### src/rtl/dcc_pkg.sv
// ----------------------------------------------------------------------------
// dcc_pkg
// Shared types and constants of the dwell click controller: request action
// codes, button event codes, configuration register indexes and the
// configuration and result bundles passed between modules.
// ----------------------------------------------------------------------------
package dcc_pkg;

  // Request action codes
  typedef enum logic [2:0] {
    ACT_TICK    = 3'd0,
    ACT_PRESS   = 3'd1,
    ACT_RELEASE = 3'd2,
    ACT_TOGGLE  = 3'd3,
    ACT_ENABLE  = 3'd4,
    ACT_DISABLE = 3'd5
  } action_e;

  // Emitted button event codes
  typedef enum logic [1:0] {
    EVT_NONE    = 2'd0,
    EVT_PRESS   = 2'd1,
    EVT_RELEASE = 2'd2,
    EVT_CLICK   = 2'd3
  } btn_event_e;

  // Configuration register indexes
  typedef enum logic [2:0] {
    REG_MOVE_THRESHOLD = 3'd0,
    REG_DWELL_TICKS    = 3'd1,
    REG_DRAG_TICKS     = 3'd2,
    REG_DRAG_MODE      = 3'd3,
    REG_SOUND_ENABLE   = 3'd4,
    REG_EMIT_BUTTON    = 3'd5
  } cfg_index_e;

  localparam int CfgIndexBits = 3;
  localparam int ThrBits      = 8;
  localparam int ThrSqBits    = 2 * ThrBits;
  localparam int CodeBits     = 8;
  localparam int BtnNumBits   = 5;
  localparam int ActionBits   = 3;
  localparam int EventBits    = 2;

  localparam logic [ThrBits-1:0]  MoveThrReset    = 8'd3;
  localparam logic [CodeBits-1:0] EmitButtonReset = 8'd1;
  localparam int                  DwellReset      = 5;
  localparam int                  DragReset       = 5;

  // Fixed-width configuration bundle
  typedef struct packed {
    logic [ThrSqBits-1:0] move_thr_sq;
    logic                 drag_mode;
    logic                 sound_enable;
    logic [CodeBits-1:0]  emit_button;
  } cfg_t;

  // One result item
  typedef struct packed {
    logic [EventBits-1:0] button_event;
    logic [CodeBits-1:0]  button_code;
    logic                 sound_cue;
    logic                 is_active;
    logic                 is_moving;
    logic                 is_dragging;
  } result_t;

endpackage

### src/rtl/dcc_cfg.sv
// ----------------------------------------------------------------------------
// dcc_cfg
// Configuration register file. Keeps the squared move threshold so the
// motion compare needs no multiplier on the threshold.
// ----------------------------------------------------------------------------
module dcc_cfg #(
  parameter int TICK_BITS = 16
) (
  input  logic                                   clk_i,
  input  logic                                   rst_ni,
  input  logic                                   cfg_valid_i,
  output logic                                   cfg_ready_o,
  input  logic [dcc_pkg::CfgIndexBits-1:0]       cfg_index_i,
  input  logic [(TICK_BITS > 8 ? TICK_BITS : 8)-1:0] cfg_data_i,
  output logic [TICK_BITS-1:0]                   dwell_ticks_o,
  output logic [TICK_BITS-1:0]                   drag_ticks_o,
  output dcc_pkg::cfg_t                          cfg_o
);

  logic [dcc_pkg::ThrBits-1:0]   thr_byte;
  logic [dcc_pkg::ThrSqBits-1:0] thr_sq;
  logic                          wr_en;

  logic [TICK_BITS-1:0]          dwell_q;
  logic [TICK_BITS-1:0]          drag_q;
  dcc_pkg::cfg_t                 cfg_q;

  assign cfg_ready_o = 1'b1;
  assign wr_en       = cfg_valid_i && cfg_ready_o;

  // Square the threshold at write time
  assign thr_byte = cfg_data_i[dcc_pkg::ThrBits-1:0];
  assign thr_sq   = dcc_pkg::ThrSqBits'(thr_byte) * dcc_pkg::ThrSqBits'(thr_byte);

  // Register writes
  always_ff @(posedge clk_i or negedge rst_ni) begin
    if (!rst_ni) begin
      dwell_q              <= TICK_BITS'(dcc_pkg::DwellReset);
      drag_q               <= TICK_BITS'(dcc_pkg::DragReset);
      cfg_q.move_thr_sq    <= dcc_pkg::ThrSqBits'(dcc_pkg::MoveThrReset)
                              * dcc_pkg::ThrSqBits'(dcc_pkg::MoveThrReset);
      cfg_q.drag_mode      <= 1'b0;
      cfg_q.sound_enable   <= 1'b0;
      cfg_q.emit_button    <= dcc_pkg::EmitButtonReset;
    end else if (wr_en) begin
      unique case (dcc_pkg::cfg_index_e'(cfg_index_i))
        dcc_pkg::REG_MOVE_THRESHOLD: cfg_q.move_thr_sq <= thr_sq;
        dcc_pkg::REG_DWELL_TICKS:    dwell_q <= cfg_data_i[TICK_BITS-1:0];
        dcc_pkg::REG_DRAG_TICKS:     drag_q  <= cfg_data_i[TICK_BITS-1:0];
        dcc_pkg::REG_DRAG_MODE:      cfg_q.drag_mode <= cfg_data_i[0];
        dcc_pkg::REG_SOUND_ENABLE:   cfg_q.sound_enable <= cfg_data_i[0];
        dcc_pkg::REG_EMIT_BUTTON:    cfg_q.emit_button <= cfg_data_i[dcc_pkg::CodeBits-1:0];
        default: begin
        end
      endcase
    end
  end

  assign dwell_ticks_o = dwell_q;
  assign drag_ticks_o  = drag_q;
  assign cfg_o         = cfg_q;

endmodule

### src/rtl/dcc_motion.sv
// ----------------------------------------------------------------------------
// dcc_motion
// Motion judge: squared distance from the anchor against the squared
// threshold (one pixel once the cursor is already moving).
// ----------------------------------------------------------------------------
module dcc_motion #(
  parameter int COORD_BITS = 14
) (
  input  logic [COORD_BITS-1:0]            x_i,
  input  logic [COORD_BITS-1:0]            y_i,
  input  logic [COORD_BITS-1:0]            anchor_x_i,
  input  logic [COORD_BITS-1:0]            anchor_y_i,
  input  logic                             was_moving_i,
  input  logic [dcc_pkg::ThrSqBits-1:0]    thr_sq_i,
  output logic                             moving_o
);

  localparam int SqBits   = 2 * COORD_BITS;
  localparam int DistBits = SqBits + 1;

  logic [COORD_BITS-1:0]         dx;
  logic [COORD_BITS-1:0]         dy;
  logic [SqBits-1:0]             dx_sq;
  logic [SqBits-1:0]             dy_sq;
  logic [DistBits-1:0]           dist_sq;
  logic [dcc_pkg::ThrSqBits-1:0] thr_sq;

  // Absolute differences
  assign dx = (x_i > anchor_x_i) ? (x_i - anchor_x_i) : (anchor_x_i - x_i);
  assign dy = (y_i > anchor_y_i) ? (y_i - anchor_y_i) : (anchor_y_i - y_i);

  // Squared distance
  assign dx_sq   = SqBits'(dx) * SqBits'(dx);
  assign dy_sq   = SqBits'(dy) * SqBits'(dy);
  assign dist_sq = DistBits'(dx_sq) + DistBits'(dy_sq);

  // Keep moving on one pixel, start on the configured threshold
  assign thr_sq   = was_moving_i ? dcc_pkg::ThrSqBits'(1) : thr_sq_i;
  assign moving_o = dist_sq > DistBits'(thr_sq);

endmodule

### src/rtl/dcc_engine.sv
// ----------------------------------------------------------------------------
// dcc_engine
// Dwell state and decision logic: enable control, button queue, idle
// counter, click and drag events. Updates state on each stepped request.
// ----------------------------------------------------------------------------
module dcc_engine #(
  parameter int BUTTON_COUNT = 32,
  parameter int COORD_BITS   = 14,
  parameter int TICK_BITS    = 16
) (
  input  logic                               clk_i,
  input  logic                               rst_ni,
  input  logic                               step_i,
  input  logic [dcc_pkg::ActionBits-1:0]     action_i,
  input  logic [COORD_BITS-1:0]              cursor_x_i,
  input  logic [COORD_BITS-1:0]              cursor_y_i,
  input  logic [dcc_pkg::BtnNumBits-1:0]     button_number_i,
  input  logic [TICK_BITS-1:0]               dwell_ticks_i,
  input  logic [TICK_BITS-1:0]               drag_ticks_i,
  input  dcc_pkg::cfg_t                      cfg_i,
  output dcc_pkg::result_t                   res_o
);

  localparam int IdleBits = TICK_BITS + 1;

  // State
  logic                    enabled_q,    enabled_d;
  logic                    fresh_q,      fresh_d;
  logic [COORD_BITS-1:0]   anchor_x_q,   anchor_x_d;
  logic [COORD_BITS-1:0]   anchor_y_q,   anchor_y_d;
  logic                    was_moving_q, was_moving_d;
  logic [IdleBits-1:0]     idle_q,       idle_d;
  logic                    dragging_q,   dragging_d;
  logic [BUTTON_COUNT-1:0] held_q,       held_d;
  logic [BUTTON_COUNT-1:0] rel_q,        rel_d;
  logic [BUTTON_COUNT-1:0] pend_press_q, pend_press_d;
  logic [BUTTON_COUNT-1:0] pend_rel_q,   pend_rel_d;

  // Working values
  logic                    moving;
  logic                    btn_ok;
  logic [BUTTON_COUNT-1:0] btn_bit;
  logic [TICK_BITS-1:0]    tick_max;
  logic [IdleBits-1:0]     cap;
  logic [IdleBits-1:0]     idle_w;
  logic [BUTTON_COUNT-1:0] held_w;
  logic                    drag_w;
  logic                    en_w;
  logic [dcc_pkg::EventBits-1:0] evt;
  logic                    cue;
  logic                    moving_out;

  dcc_motion #(
    .COORD_BITS (COORD_BITS)
  ) u_motion (
    .x_i          (cursor_x_i),
    .y_i          (cursor_y_i),
    .anchor_x_i   (anchor_x_q),
    .anchor_y_i   (anchor_y_q),
    .was_moving_i (was_moving_q),
    .thr_sq_i     (cfg_i.move_thr_sq),
    .moving_o     (moving)
  );

  // Decode button and idle cap
  assign btn_ok   = 32'(button_number_i) < BUTTON_COUNT;
  assign btn_bit  = BUTTON_COUNT'(1) << button_number_i;
  assign tick_max = (dwell_ticks_i > drag_ticks_i) ? dwell_ticks_i : drag_ticks_i;
  assign cap      = IdleBits'(tick_max) + IdleBits'(1);

  // Next state and result
  always_comb begin
    enabled_d    = enabled_q;
    fresh_d      = fresh_q;
    anchor_x_d   = anchor_x_q;
    anchor_y_d   = anchor_y_q;
    was_moving_d = was_moving_q;
    idle_d       = idle_q;
    dragging_d   = dragging_q;
    held_d       = held_q;
    rel_d        = rel_q;
    pend_press_d = pend_press_q;
    pend_rel_d   = pend_rel_q;
    idle_w       = idle_q;
    held_w       = held_q;
    drag_w       = dragging_q;
    en_w         = enabled_q;
    evt          = 2'(dcc_pkg::EVT_NONE);
    cue          = 1'b0;
    moving_out   = 1'b0;

    unique case (dcc_pkg::action_e'(action_i))
      dcc_pkg::ACT_PRESS: begin
        if (btn_ok) begin
          pend_press_d = pend_press_q | btn_bit;
        end
      end
      dcc_pkg::ACT_RELEASE: begin
        if (btn_ok) begin
          pend_rel_d = pend_rel_q | btn_bit;
        end
      end
      dcc_pkg::ACT_TOGGLE, dcc_pkg::ACT_ENABLE, dcc_pkg::ACT_DISABLE: begin
        priority if (dcc_pkg::action_e'(action_i) == dcc_pkg::ACT_TOGGLE) begin
          en_w = !enabled_q;
        end else begin
          en_w = (dcc_pkg::action_e'(action_i) == dcc_pkg::ACT_ENABLE);
        end
        enabled_d = en_w;
        if (en_w && !enabled_q) begin
          fresh_d = 1'b1;
        end
      end
      dcc_pkg::ACT_TICK: begin
        if (enabled_q) begin
          was_moving_d = moving;
          if (moving) begin
            // Follow the cursor and restart the idle count (first move after enable: park it past the cap)
            anchor_x_d = cursor_x_i;
            anchor_y_d = cursor_y_i;
            moving_out = 1'b1;
            if (fresh_q) begin
              fresh_d = 1'b0;
              idle_d  = cap + IdleBits'(1);
            end else begin
              idle_d = '0;
            end
          end else begin
            // Advance the idle count up to the cap
            if (idle_q < cap) begin
              idle_w = idle_q + IdleBits'(1);
            end
            // Merge queued buttons into the inhibit masks
            held_w       = (held_q & ~rel_q) | pend_press_q;
            held_d       = held_w;
            rel_d        = pend_rel_q;
            pend_press_d = '0;
            pend_rel_d   = '0;
            if ((|held_w) && (!cfg_i.drag_mode || !dragging_q)) begin
              idle_w = cap;
            end
            // Dwell reached: click, or press in drag mode
            if (idle_w == IdleBits'(dwell_ticks_i) && !drag_w) begin
              if (cfg_i.drag_mode) begin
                evt    = evt | 2'(dcc_pkg::EVT_PRESS);
                drag_w = 1'b1;
                idle_w = '0;
              end else begin
                evt    = evt | 2'(dcc_pkg::EVT_CLICK);
                idle_w = cap;
              end
              cue = cfg_i.sound_enable;
            end
            // Drag dwell reached: release
            if (idle_w == IdleBits'(drag_ticks_i) && drag_w) begin
              evt    = evt | 2'(dcc_pkg::EVT_RELEASE);
              drag_w = 1'b0;
              idle_w = cap;
            end
            idle_d     = idle_w;
            dragging_d = drag_w;
          end
        end
      end
      default: begin
      end
    endcase
  end

  // State registers
  always_ff @(posedge clk_i or negedge rst_ni) begin
    if (!rst_ni) begin
      enabled_q    <= 1'b1;
      fresh_q      <= 1'b1;
      anchor_x_q   <= '0;
      anchor_y_q   <= '0;
      was_moving_q <= 1'b0;
      idle_q       <= '0;
      dragging_q   <= 1'b0;
      held_q       <= '0;
      rel_q        <= '0;
      pend_press_q <= '0;
      pend_rel_q   <= '0;
    end else if (step_i) begin
      enabled_q    <= enabled_d;
      fresh_q      <= fresh_d;
      anchor_x_q   <= anchor_x_d;
      anchor_y_q   <= anchor_y_d;
      was_moving_q <= was_moving_d;
      idle_q       <= idle_d;
      dragging_q   <= dragging_d;
      held_q       <= held_d;
      rel_q        <= rel_d;
      pend_press_q <= pend_press_d;
      pend_rel_q   <= pend_rel_d;
    end
  end

  // Result of this request
  always_comb begin
    res_o.button_event = evt;
    res_o.button_code  = (evt != 2'(dcc_pkg::EVT_NONE)) ? cfg_i.emit_button : '0;
    res_o.sound_cue    = cue;
    res_o.is_active    = enabled_d;
    res_o.is_moving    = moving_out;
    res_o.is_dragging  = dragging_d;
  end

endmodule

### src/rtl/dwell_click_controller.sv
// ----------------------------------------------------------------------------
// dwell_click_controller
// Path: the request is taken into the input register, then one pass through
//   the decision logic loads the result register once the result slot is free.
// Throughput: one request per cycle while out_stall_i does not hold the
//   result; the state update is a single pass.
// Reset: asynchronous, clears the handshake and dwell state, loads register
//   defaults; requests are taken as soon as reset is released.
// ----------------------------------------------------------------------------
module dwell_click_controller #(
  parameter int BUTTON_COUNT = 32,
  parameter int COORD_BITS   = 14,
  parameter int TICK_BITS    = 16
) (
  input  logic                                   clk_i,
  input  logic                                   rst_ni,
  // Configuration
  input  logic                                   cfg_valid_i,
  output logic                                   cfg_ready_o,
  input  logic [dcc_pkg::CfgIndexBits-1:0]       cfg_index_i,
  input  logic [(TICK_BITS > 8 ? TICK_BITS : 8)-1:0] cfg_data_i,
  // Request channel
  input  logic                                   in_valid_i,
  output logic                                   in_stall_o,
  input  logic [dcc_pkg::ActionBits-1:0]         action_i,
  input  logic [COORD_BITS-1:0]                  cursor_x_i,
  input  logic [COORD_BITS-1:0]                  cursor_y_i,
  input  logic [dcc_pkg::BtnNumBits-1:0]         button_number_i,
  // Result channel
  output logic                                   out_valid_o,
  input  logic                                   out_stall_i,
  output logic [dcc_pkg::EventBits-1:0]          button_event_o,
  output logic [dcc_pkg::CodeBits-1:0]           button_code_o,
  output logic                                   sound_cue_o,
  output logic                                   is_active_o,
  output logic                                   is_moving_o,
  output logic                                   is_dragging_o
);

  logic [TICK_BITS-1:0]            dwell_ticks;
  logic [TICK_BITS-1:0]            drag_ticks;
  dcc_pkg::cfg_t                   cfg;

  logic                            in_valid_q;
  logic [dcc_pkg::ActionBits-1:0]  in_action_q;
  logic [COORD_BITS-1:0]           in_x_q;
  logic [COORD_BITS-1:0]           in_y_q;
  logic [dcc_pkg::BtnNumBits-1:0]  in_btn_q;

  logic                            out_valid_q;
  dcc_pkg::result_t                res_q;
  dcc_pkg::result_t                res_d;

  logic                            out_free;
  logic                            step;
  logic                            in_accept;

  dcc_cfg #(
    .TICK_BITS (TICK_BITS)
  ) u_cfg (
    .clk_i         (clk_i),
    .rst_ni        (rst_ni),
    .cfg_valid_i   (cfg_valid_i),
    .cfg_ready_o   (cfg_ready_o),
    .cfg_index_i   (cfg_index_i),
    .cfg_data_i    (cfg_data_i),
    .dwell_ticks_o (dwell_ticks),
    .drag_ticks_o  (drag_ticks),
    .cfg_o         (cfg)
  );

  // Handshake: step when the result slot is free or being drained
  assign out_free   = !out_valid_q || !out_stall_i;
  assign step       = in_valid_q && out_free;
  assign in_stall_o = in_valid_q && !out_free;
  assign in_accept  = in_valid_i && !in_stall_o;

  // Input register
  always_ff @(posedge clk_i or negedge rst_ni) begin
    if (!rst_ni) begin
      in_valid_q <= 1'b0;
    end else if (in_accept) begin
      in_valid_q <= 1'b1;
    end else if (step) begin
      in_valid_q <= 1'b0;
    end
  end

  always_ff @(posedge clk_i) begin
    if (in_accept) begin
      in_action_q <= action_i;
      in_x_q      <= cursor_x_i;
      in_y_q      <= cursor_y_i;
      in_btn_q    <= button_number_i;
    end
  end

  dcc_engine #(
    .BUTTON_COUNT (BUTTON_COUNT),
    .COORD_BITS   (COORD_BITS),
    .TICK_BITS    (TICK_BITS)
  ) u_engine (
    .clk_i           (clk_i),
    .rst_ni          (rst_ni),
    .step_i          (step),
    .action_i        (in_action_q),
    .cursor_x_i      (in_x_q),
    .cursor_y_i      (in_y_q),
    .button_number_i (in_btn_q),
    .dwell_ticks_i   (dwell_ticks),
    .drag_ticks_i    (drag_ticks),
    .cfg_i           (cfg),
    .res_o           (res_d)
  );

  // Result register
  always_ff @(posedge clk_i or negedge rst_ni) begin
    if (!rst_ni) begin
      out_valid_q <= 1'b0;
    end else if (step) begin
      out_valid_q <= 1'b1;
    end else if (!out_stall_i) begin
      out_valid_q <= 1'b0;
    end
  end

  always_ff @(posedge clk_i) begin
    if (step) begin
      res_q <= res_d;
    end
  end

  assign out_valid_o    = out_valid_q;
  assign button_event_o = res_q.button_event;
  assign button_code_o  = res_q.button_code;
  assign sound_cue_o    = res_q.sound_cue;
  assign is_active_o    = res_q.is_active;
  assign is_moving_o    = res_q.is_moving;
  assign is_dragging_o  = res_q.is_dragging;

  // Checks
  a_code_only_with_event: assert property (@(posedge clk_i) disable iff (!rst_ni)
    out_valid_o && (button_event_o == 2'(dcc_pkg::EVT_NONE)) |-> button_code_o == '0)
    else $error("button code set without an event");

  a_cue_only_on_issue: assert property (@(posedge clk_i) disable iff (!rst_ni)
    out_valid_o && sound_cue_o |->
      (button_event_o == 2'(dcc_pkg::EVT_PRESS)) ||
      (button_event_o == 2'(dcc_pkg::EVT_CLICK)))
    else $error("sound cue without a click or press");

  a_press_starts_drag: assert property (@(posedge clk_i) disable iff (!rst_ni)
    out_valid_o && (button_event_o == 2'(dcc_pkg::EVT_PRESS)) |-> is_dragging_o)
    else $error("press issued but not dragging");

  a_held_request_kept: assert property (@(posedge clk_i) disable iff (!rst_ni)
    in_valid_q && !step |=> in_valid_q && $stable(in_action_q) && $stable(in_btn_q))
    else $error("pending request lost or changed");

endmodule
### config.mk
export PLATFORM = sky130hd
export DESIGN_NAME = dwell_click_controller
export DESIGN_NICKNAME = d
export VERILOG_FILES = /design/src/rtl/dcc_pkg.sv /design/src/rtl/dcc_cfg.sv /design/src/rtl/dcc_motion.sv /design/src/rtl/dcc_engine.sv /design/src/rtl/dwell_click_controller.sv
export SDC_FILE = /design/constraint.sdc
export NUM_CORES = 2
export LEC_CHECK = 0
export BUFFER_PORTS_ARGS = -buffer_cell sky130_fd_sc_hd__buf_2
export CORE_ASPECT_RATIO = 1.4
export CORE_MARGIN = 2
export CORE_UTILIZATION = 30
export CTS_BUF_LIST = sky130_fd_sc_hd__clkbuf_8
export CTS_CLUSTER_SIZE = 8
export DETAILED_ROUTE_END_ITERATION = 7
export PLACE_DENSITY = 0.47
export SYNTH_ARGS = -nofsm -noshare
export SYNTH_HDL_FRONTEND = slang
export SYNTH_HIERARCHICAL = 1
export SYNTH_SLANG_ARGS = --single-unit
### constraint.sdc
create_clock -name clk_i -period 11.5 [get_ports clk_i]
set_clock_uncertainty 0.15 [all_clocks]
set_input_delay 2.3 -clock clk_i [delete_from_list [all_inputs] [get_ports clk_i]]
set_output_delay 2.3 -clock clk_i [all_outputs]
set_load 0.02 [all_outputs]
======== After elaboration in Yosys (flattened, before gate mapping) ========
Index checks and enable logic that the tools add are counted.
storage, ports and cells
  register bits ........................... 287
  input port bits ......................... 60
  output and inout bits ................... 17
  word-level logic and storage cells ...... 159
operators by class
  $add $sub $neg .......................... 8
  multipliers ............................. 3
  magnitude comparators ................... 5
  equality and inequality tests ........... 17
  shift operators ......................... 1
  mux-type cells .......................... 48
  bitwise gates (word level) .............. 9
  reduce and logical (&&, ||, !) cells .... 39
operator list
  operator                                           number
  2-to-1 mux 17 bit                                  13
  case mux 32 bit (2 select lines)                   2
  OR 32 bit                                          3
  2-to-1 mux 32 bit                                  2
  multiplier 14 x 14 -> 28 bit                       2
  subtractor 14 bit                                  4
  adder 17 x 1 -> 17 bit (second input constant)     2
  equality test 17 x 16 -> 1 bit                     2
  bitwise AND 32 bit                                 1
  2-to-1 mux 16 bit                                  2
  NOT 32 bit                                         1
  OR reduction 32 bit                                1
  left shift 1 x 5 -> 32 bit (first input constant)  1
  adder 28 x 28 -> 29 bit                            1
  greater-than comparator 29 x 16 -> 1 bit           1
  greater-than comparator 14 bit                     2
  2-to-1 mux 14 bit                                  2
  2-to-1 mux 1 bit                                   20
  adder 16 x 1 -> 17 bit (second input constant)     1
  less-than comparator 17 bit                        1
  greater-than comparator 16 bit                     1
  multiplier 8 x 8 -> 16 bit                         1
  AND reduction 4 bit                                4
  AND reduction 2 bit                                7
  other kinds (17)                                   53

======== Depth between registers and ports, before layout ========
  depth after elaboration ................. 22
  gate-level depth with buffers ........... 51
  depth with buffers taken out ............ 47

======== Modules after synthesis ========
The synthesis kept the hierarchy.
modules (own cells, without submodules)
  module                  times used  cells each  area an instance (µm²)  sequential area each (µm²)
  dcc_motion              1           1773        14978.1                 0.0
  dcc_engine              1           1481        11921.4                 4431.8
  dcc_cfg                 1           373         3945.0                  1435.1
  dwell_click_controller  1           58          1594.0                  1551.5

======== Least setup slack after synthesis ========
OpenSTA, ideal clock, no wires.
  path kind ............................... reg2reg
  start ................................... register in_x_q[0]
  end ..................................... register u_engine.idle_q[12]
  setup time .............................. 0.069 ns
  arrival time ............................ 10.974 ns
  data required time ...................... 11.281 ns
  path slack .............................. 0.307 ns
  cell stages (with the launch flop) ...... 46
  buffers on the path ..................... 5
  period minus slack after synthesis ...... 11.193 ns
  cells stage by stage .................... edfxtp_1 > inv_1 > ha_1 > inv_1 > fa_1 > a21oi_1 > o21ai_1 > a311o_1 > nand2_2 > buf_6 > mux2i_1 > xor2_1 > clkbuf_1 > nor2_1 > fa_1 > fa_1 > inv_1 > fa_1 > (+10 left out) > a2111oi_0 > or3_1 > xnor2_1 > ha_1 > nand4_1 > or4_1 > nand2_1 > o2111ai_1 > nor4_1 > nand4_1 > nor4_1 > nand4_1 > clkbuf_1 > nor2_1 > clkbuf_1 > clkbuf_1 > nand3_1 > nand3_1
on the way
  cells in the longest elaborated chain, start to end .. 6
  elaborated cells between the ends (all ways) .. 8
  classes of those cells .................. add/sub (3); mul (1); order compare (2); mux (2)
ends and longest elaborated chain
  what                                                                        line                          source
  start, declared                                                             dwell_click_controller.sv:46  logic [COORD_BITS-1:0] in_x_q;
  start signal, assigned                                                      dwell_click_controller.sv:92  in_x_q <= cursor_x_i;
  subtractor 14 bit / greater-than comparator 14 bit (equally long branches)  dcc_motion.sv:29              assign dx = (x_i > anchor_x_i) ? (x_i - anchor_x_i) : (anchor_x_i - x_i);
  2-to-1 mux 14 bit *                                                         dcc_motion.sv:29
  multiplier 14 x 14 -> 28 bit *                                              dcc_motion.sv:33              assign dx_sq = SqBits'(dx) * SqBits'(dx);
  adder 28 x 28 -> 29 bit *                                                   dcc_motion.sv:35              assign dist_sq = DistBits'(dx_sq) + DistBits'(dy_sq);
  greater-than comparator 29 x 16 -> 1 bit *                                  dcc_motion.sv:39              assign moving_o = dist_sq > DistBits'(thr_sq);
  named net u_engine.moving                                                   dcc_engine.sv:40              logic moving;
  2-to-1 mux 17 bit *                                                         dcc_engine.sv:117             if (moving) begin
  end signal, assigned                                                        dcc_engine.sv:190             idle_q <= idle_d;
  end, declared                                                               dcc_engine.sv:32              logic [IdleBits-1:0] idle_q, idle_d;
Mark *: on every way through the listed nets, which the timed path passes. The rest lies on a longest branch.
A chain may end at the register's enable or synchronous reset.

======== Final worst setup path ========
  start ................................... register in_x_q[9]
  end ..................................... register u_engine.held_q[19]
on the way
  cells in the longest elaborated chain, start to end .. 7
  elaborated cells between the ends (all ways) .. 9
  classes of those cells .................. add/sub (3); mul (1); order compare (2); mux (1); bitwise (1); reduce/logical (1)
ends and longest elaborated chain
  what                                                                        line               source
  subtractor 14 bit / greater-than comparator 14 bit (equally long branches)  dcc_motion.sv:29
  2-to-1 mux 14 bit *                                                         dcc_motion.sv:29
  multiplier 14 x 14 -> 28 bit *                                              dcc_motion.sv:33
  adder 28 x 28 -> 29 bit *                                                   dcc_motion.sv:35
  greater-than comparator 29 x 16 -> 1 bit *                                  dcc_motion.sv:39
  named net u_engine.moving                                                   dcc_engine.sv:40
  NOT 1 bit (no line) *                                                       -
  AND reduction 4 bit (no line) *                                             -
  end signal, assigned                                                        dcc_engine.sv:192  held_q <= held_d;
  end, declared                                                               dcc_engine.sv:34   logic [BUTTON_COUNT-1:0] held_q, held_d;
Marks and branches as above.

==> impl_metrics.tcl <==
set metrics [dict create \
    slew_viol_final 0 \
    portBuffers 75 \
    synth-edff-count 50 \
    hold_depth 2 \
    yosys.area_share.xor_xnor_pct 4.092 \
    numCtsBuffers 52 \
    finalCritPeriodShare_pct 96.46 \
    grt_overflow 0 \
    rrSetupSlack_ps 410 \
    vias 26781 \
    clk_latency_ps 720 \
    critPathMaxStageDelay_ps 530 \
    syn_area_per_cell_sq_um 8.803 \
    start_kind "flip-flop" \
    outcome "complete, no violations" \
    fin_crit_ps 11090 \
    initial_utilization_pct 30.28 \
    hp-start "u_engine/pend_rel_q[10]" \
    io_pins 77 \
    dieArea_sq_um 110800 \
    synthCells 3685 \
    worstHoldEndpoint "u_engine/rel_q[10]" \
    die_x_um 281.9 \
    clk_pin_slew_ps 70 \
    clock_path_buffers 3 \
    fin_setup_tns_ps 0 \
    cts_max_level 2 \
    core_area_sq_um 107100 \
    via_per_inst 4.905 \
    path_class "flip-flop to flip-flop" \
    clockRootBuffer "clkbuf_8" \
    timing.rr.end "u_engine/held_q[19]" \
    drt_iter0_drc 1448 \
    drc_errors 0 \
    routed-wl-met2_um 55730 \
    pre_cts_slack_ps -102.1 \
    async_flop_share_pct 82.52 \
    grt_usage_pct 18.80 \
    grt_max_degree 68 \
    syn_nets 4337 \
    critPathSlowestCell "or4_4" \
    avgRoutedWirePerCell_um 18.92 \
    synth_flop_cell "dfrtp_1" \
    cap_violations 0 \
    std_cell_rows 142 \
    critPathMostFrequentCell "fa_1" \
    placedCellCount 5336 \
    crit_start "in_x_q[9]" \
    dr.pass1.iters 5 \
    nFillCells 11201 \
    grt_pass1_wl_um 161300 \
    final_cells 5460 \
    relSlewSlack_pct 34.31 \
    place_hpwl_um 83830 \
    synth_seq_cells 286 \
    synth_compound_area_share_pct 13.19 \
    nNetsFinal 4628 \
    setup_viol 0 \
    dr_wl_met3_um 2677 \
    clock-sinks 286 \
    r2r_start "in_x_q[9]" \
    postRouteAntennaNets 0 \
    synth_warnings 6 \
    yosys-mux-area-fraction_pct 2.654 \
    syn_area_sq_um 32440 \
    timing.final.ws_setup_ps 407.3 \
    ys_types 117 \
    cts_hold_buf 0 \
    met1_length_um 39740 \
    rr_worst_depth 45 \
    routed_wl_um 103300 \
    antenna_found_initial 4 \
    highest_layer "met4" \
    yosysSeqAreaShare_pct 22.87 \
    first_global_vias 28083 \
    worst_slew_pin_slew_ps 985.3 \
    cp.arrival_ps 11520 \
    synth_top_family_by_area "adder cells" \
    yosys.area_share.adder_pct 30.25 \
    drive_gt1_share_pct 17.75 \
    hold_path_class "flip-flop to flip-flop" \
    critPathMaxFanout 29 \
    gp_congestion 0.9138 \
    hold_violations 0 \
    die_h_um 393.1 \
    yosys.area_share.simple_pct 18.18 \
    end_kind "flip-flop" \
    required_ps 11920 \
    synthToLayoutAreaGrowth_pct 17.71 \
    fmax_mhz 90.15 \
    cts_tree "done" \
]
-- flip-flops by register name, summed over array words and instances, names as in the netlist, 2 cells and up --
name                   cells
u_cfg/dwell_ticks_o       16
u_engine/idle_q           17
in_x_q                    14
in_btn_q                   5
in_action_q                3
u_cfg/cfg_o               25
button_code_o              8
u_engine/anchor_x_q       14
u_cfg/drag_ticks_o        16
u_engine/rel_q            32
u_engine/anchor_y_q       14
u_engine/pend_rel_q       32
u_engine/pend_press_q     32
button_event_o             2
in_y_q                    14
u_engine/held_q           32
-- cells in the final DEF (no fill, tap or decap), drive strengths merged, types with 14 or more instances in the layout --
cell type and count:
nand2 424, xnor2 95, clkbuf 59, dfrtp 227, clkinv 19, o22ai 21
a22o 35, o21ai 98, a21o 40, mux2i 21, nand2b 67, a211oi 30
nor2b 16, inv 573, nor3 74, ha 273, edfxtp 50, xor2 42
nand4 38, or3 21, nand3 99, fa 319, and3 28, mux2 56
o2111ai 14, and2 46, nor2 320, or2 20, a31oi 21, buf 394
o31ai 19, a21oi 215, o211ai 18, o21a 15, nor4 44
-- area by class of cell --
class                           count  area, sq um  share of cell area [%]
Clock buffer                       57        784.5                   2.055
Timing Repair Buffer              396         3007                   7.874
Inverter                          559         2102                   5.505
Clock inverter                     39        320.3                  0.8389
Antenna cell                        2        5.005                 0.01311
Tap cell                         1440         1802                   4.719
Sequential cell                   286         7418                   19.43
Multi-Input combinational cell   2681        22740                   59.57
-- worst max-delay path, delay by kind of cell (launching register included) --
family          cells  cell delay, ps
flops               1             510
fa+ha+maj          10            4240
simple gates       17            3310
buf+inv            11            1490
compound gates      4             540
mux                 1             350
xor+xnor            2             380
-- layer usage --
layer  vias to the layer above  global-route usage (%)
li1                      12859                       -
met1                     13191                   20.77
met2                       527                   35.90
met3                       204                   1.565
met4                         0                   8.878
met5                         -                       0
-- worst max path at each step --
stage	end	slack (ps)	cells past startpoint
floorplan	u_engine/idle_q[12]	310	45
global placement	u_engine/pend_press_q[16]	-20	46
detailed placement	u_engine/idle_q[15]	-100	45
CTS	u_engine/idle_q[14]	10	44
global route	u_engine/pend_press_q[25]	-110	53
finish	u_engine/held_q[19]	410	45
-- timing repair --
item	CTS	global route
gates resized for setup	11	111
pin swaps	2	41
buffers inserted	2	21
endpoints found under the setup margin	126	189
cloned	0	3
-- logic make-up after synthesis --
| logic type | count (synthesis) |
|---|---|
| and+or+nand+nor | 1235 |
| buffers and inverters | 719 |
| AOI/OAI and AO/OA | 632 |
| adders and majority gates | 593 |
| DFF | 286 |
| xor gates and xnor gates | 141 |
| muxes | 77 |
| other | 2 |
-- stage by stage --
stage / util, % / cell area [sq um] / hold WS [ps]
after global placement: 33.89 / 36300 / 302.5
after detailed placement: 33.89 / 36300 / 307.4
after floorplan: - / 32440 / 285.5
final: 35.64 / 38180 / 301.6
after CTS: 34.98 / 37480 / 285.1
after global routing: 35.64 / 38180 / 321.5
-- synth_stat cells, drive strengths merged (40+ instances only) --
cell type  number  area [sq um]
inv           551          2068
nand2         424          1604
fa            319          6386
nor2          319          1217
ha            273          3416
dfrtp         227          5680
a21oi         215          1084
clkbuf        104         392.9
nand3          99         500.5
o21ai          98         498.0
xnor2          95         862.1
nor3           74         446.7
nand2b         67         419.2
buf            56         344.1
mux2           56         638.1
edfxtp         50          1501
and2           46         287.8
nor4           44         296.5
xor2           42         375.4
a21o           40         301.5
Power is left out: the tool's default activity adds up to more than one toggle a clock period on the data nets, which glitch-free logic cannot reach.
